**src/cbcs_horner_step.sv**
```systemverilog
// One Horner step acc*t + addend, two register stages.
// Stage 1 forms split partial products, stage 2 recombines and adds. No dependencies.
module cbcs_horner_step #(
	parameter int IW = 20,
	parameter int TW = 16,
	parameter int AW = 36,
	parameter int OW = 37
) (
	input  logic                 clk,
	input  logic                 en,
	input  logic signed [IW-1:0] acc,
	input  logic        [TW-1:0] t,
	input  logic signed [AW-1:0] addend,
	output logic signed [OW-1:0] res
);

	localparam int LO = IW / 2;
	localparam int HI = IW - LO;

	logic        [LO+TW-1:0] lo_s1;
	logic signed [HI+TW:0]   hi_s1;
	logic signed [AW-1:0]    add_s1;

	always_ff @(posedge clk) begin
		if (en) begin
			lo_s1  <= acc[LO-1:0] * t;
			hi_s1  <= $signed(acc[IW-1:LO]) * $signed({1'b0, t});
			add_s1 <= addend;
		end
	end

	always_ff @(posedge clk) begin
		if (en) begin
			res <= (OW'(hi_s1) << LO) + OW'(lo_s1) + OW'(add_s1);
		end
	end

endmodule

```
**config.mk**
```make
export PLATFORM = sky130hd
export DESIGN_NAME = cbcs_horner_step
export DESIGN_NICKNAME = d
export VERILOG_FILES = /design/src/cbcs_horner_step.sv
export SDC_FILE = /design/constraint.sdc
export NUM_CORES = 1
export LEC_CHECK = 0
export BUFFER_PORTS_ARGS = -buffer_cell sky130_fd_sc_hd__buf_2
export CAP_MARGIN = 40
export CORE_MARGIN = 2
export CORE_UTILIZATION = 30
export CTS_CLUSTER_DIAMETER = 100
export DETAILED_ROUTE_END_ITERATION = 8
export GPL_TIMING_DRIVEN = 1
export HOLD_SLACK_MARGIN = 0.02
export PLACE_DENSITY = 0.47
export SYNTH_ARGS = -nofsm -noshare
export SYNTH_HDL_FRONTEND = slang
export SYNTH_SLANG_ARGS = --single-unit
```
**constraint.sdc**
```tcl
create_clock -name clk -period 7.8 [get_ports clk]
set_input_delay 0.39 -clock clk [delete_from_list [all_inputs] [get_ports clk]]
set_output_delay 0.39 -clock clk [all_outputs]
set_load 0.02 [all_outputs]
```
### Yosys cells after proc, flatten, opt, wreduce, memory -nomap -nowiden

Index checks and enable logic that the tools add are counted.

| cells by class | value |
|---|---|
| $add $sub $neg | 2 |
| $mul | 2 |

Operator list:

| kind | count |
|---|---|
| 37-bit by 26-bit adder with 37-bit output | 1 |
| 37-bit adder | 1 |
| 10-bit by 17-bit multiplier with 27-bit output | 1 |
| 10-bit by 16-bit multiplier with 26-bit output | 1 |

| storage, ports and cells | value |
|---|---|
| output and inout bits | 37 |
| register bits | 126 |
| bits of input ports | 74 |

### Depth between registers and ports, before layout

| depth | value |
|---|---|
| depth after elaboration | 2 |
| gate-level depth with buffers | 23 |
| gate-level depth less buffers | 21 |

### Worst setup path after synthesis

Ideal clock, no wire load.

| path | value |
|---|---|
| path type | input to register |
| from | input t[7] |
| to | register hi_s1[24], data pin |
| setup time | 262 ps |
| slack | 2,017 ps |
| stages | 22 |
| data required time | 7,538 ps |
| path buffers | 2 |
| data arrival time | 5,521 ps |
| cell sequence | clkbuf_1 -> clkbuf_1 -> nand2_1 -> fa_1 -> inv_1 -> fa_1 -> inv_1 -> fa_1 -> inv_1 -> fa_1 -> inv_1 -> fa_1 -> inv_1 -> ha_1 -> o21a_1 -> o21a_1 -> a21oi_1 -> o21ai_0 -> o41ai_1 -> o221ai_1 -> mux2i_1 -> nand3b_1 |

| between the ends | value |
|---|---|
| word-level cells in the longest chain between the ends | 1 |

Ends and longest elaborated chain:

| item | RTL line | text |
|---|---|---|
| from (decl) | 12 | `input logic [TW-1:0] t,` |
| 10-bit by 17-bit multiplier with 27-bit output | 27 | `hi_s1 <= $signed(acc[IW-1:LO]) * $signed({1'b0, t});` |
| to (signal assigned) | 27 |  |
| to (decl) | 21 | `logic signed [HI+TW:0] hi_s1;` |

Every way passes these cells.
A chain may end at the register's enable or synchronous reset.

### Worst setup path in the final report

Ends and elaborated chain as after synthesis.

==> run summary <==
# port buffers: 110
Final Power: 8.12 mW
Final Max Slew Viols: 0
initial antenna violation count: 0
critical path class: in2reg
DP Area: 17,800 sq um
Root Driver: clkbuf_16
final worst-path cycle share: 73.9%
crit path time final: 5770 ps
maxcap violations: 0
share of cells above drive strength 1: 9.19%
grt met2 use: 23.4%
Synth Area in Compound Gates: 8.15%
post_cts resized: 0
First-pass DRT Iterations: 5
met3 Resource Use GR: 1.41%
Die Ht: 238 um
Crit path required time: 7970 ps
Max Fanout on Critical Path: 20
Mapped Nets: 2,136
Pwr Density: 442 nW/um^2
multi-input logic area: 11,500 sq um
final hold violation count: 0
final setup fails: 0
ranking of synthesized cells by area: fa_1, edfxtp_1, ha_1
Post-CTS Hold Buffers: 0
vias in the first global route: 11,900
CTS HTree Levels: 4
via count: 11,100
Clk pin slew, worst setup/hold paths: 60 ps
CTS tree: built
HP Class: in2reg
die width: 238 um
Synth top cells by count: inv_1, fa_1, nand2_1
Mapped Avg Cell Area: 10.1 sq um
Vias/cell: 4.60
cell taking the most area after synthesis: fa_1
leak pwr: 8.71 nW
crit path DAT: 5930 ps
gpl congestion: 0.818
RSZ-0062 raised after global routing: no
actual slew at the worst max-slew pin: 624 ps
All-Layer GR Usage: 14.9%
fmax: 0.173 GHz
Initial Util: 30.5%
Synth Instances: 1,630
status: finished clean
met1 Use GR: 22.3%
Final ANT Viol Nets: 0
largest family of logic cells by synthesized area: adder cells
CP max stage delay: 560 ps
fin util: 33.9%
Seq/Total Area, Yosys: 22.9%
wire length per cell: 16.9 um
Core ar.: 54,100 sq um
WL final: 40.8 mm
Synth Area in XOR/XNOR: 4.04%
ys flop type: edfxtp_1
Critical Path Source Type: input port
share of the synthesized area in the top cell type: 28.9%
Top Ports: 111
DR iter-0 viols: 485
mux contribution to synthesized area: 0.0607%
Core Rows: 85
die area: 56,900 sq um
Worst setup EP type: register
crit-path leading delay family: adder cells
grt total ovfl: 0
first-pass GRT wire length: 66.1 mm
Clock Skews: 10.8 ps
ys async rst share: 0%
Yosys cell types: 53
final-stage net count: 2,213
GRT busiest layer: met2
hold slack final: 142 ps
register area: 3780 sq um
CTS Buffer Depth: 2
Slew headroom: 58.4%
largest net degree at the start of global routing: 69
Simple-Gate Fraction of Synth Area: 14.0%
synthesis-stage register bit count: 126
setup_tns: 0 ps
DR DRC count: 0
top-count cell post-synth: inv_1
clock sinks: 126
Adder-Cell Fraction of Synth Area: 43.6%
Worst IR Drop VDD: 233 uV
antenna cells: 0
Clock Latency Late Sink: 420 ps
CP bufs+invs: 6
Post-synth EDFFs: 126
crit-path cells: buf_2 -> nand2_1 -> fa_1 -> inv_1 -> fa_1 -> inv_1 -> fa_1 -> inv_1 -> fa_1 -> inv_1 -> fa_1 -> inv_1 -> ha_1 -> o21a_1 -> o21a_1 -> a21oi_1 -> o21ai_0 -> o41ai_1 -> o221ai_1 -> mux2i_1 -> nand3b_1
Slowest-stage cell, CP: fa_1
Num CTS Buffers: 17
synth warn: 0
Filler Cells Inserted: 5,446
Setup Fix Bufs, Post-CTS: 0
fin area: 18,400 sq um
DPL Wire Length: 32.5 mm
Layout area overhead: 11.3%
Synth Cell Area: 16,500 sq um
## cell type report
class	count	area share (%)
Clock buffer	18	2.34
Clock inverter	14	0.995
Inverter	262	5.36
Multi-Input combinational cell	1188	62.8
Sequential cell	126	20.6
Tap cell	696	4.74
Timing Repair Buffer	112	3.20
## registers in the layout, summed over array words and instances, names as in the netlist
name	count
add_s1	36
res	37
hi_s1	27
lo_s1	26
## worst paths after layout
check,startpoint,slack [ps],depth (start not counted),end
max,t[7],2030,21,hi_s1[24]
min,addend[0],140,1,add_s1[0]
max reg2reg,lo_s1[10],4300,11,res[34]
min reg2reg,add_s1[0],540,1,res[0]
## kinds of logic after synthesis
| logic type | Yosys count |
|---|---|
| adder cells (fa/ha/maj) | 432 |
| flip-flops | 126 |
| buffers and inverters | 316 |
| multiplexers | 1 |
| AND/OR/NAND/NOR | 471 |
| AO/OA/AOI/OAI | 208 |
| XOR/XNOR | 76 |
## cells in the final DEF (no fill, tap or decap), types with 40 or more instances in the layout
cell      instances
buf_2           109
xnor2_1          58
and2_1          132
fa_1            238
inv_1           262
nor2_1           40
nand2_1         212
ha_1            194
o21ai_0          44
a21oi_1          66
edfxtp_1        126
## routing by layer
layer	part of all wire [%]	vias up	routed length, um
met5	0	-	0
met2	44	164	18000
li1	-	5419	-
met4	1.2	0	470
met1	52	5500	21300
met3	2.5	25	1020
## power breakdown
group | total, mW | switching, mW | internal [mW] | leakage (nW)
registers | 1.42 | 0.101 | 1.32 | 1.23
clock network | 0.816 | 0.307 | 0.509 | 0.294
logic | 5.88 | 3.40 | 2.48 | 7.18
## per-stage QoR
stage	std cells	setup slack (ps)
floorplan	1630	2020
CTS	2416	2090
global route	2416	1770
global placement	2383	1710
detailed placement	2384	1620
finish	2416	2030
Note: power is estimated with default switching activity, not from simulation.
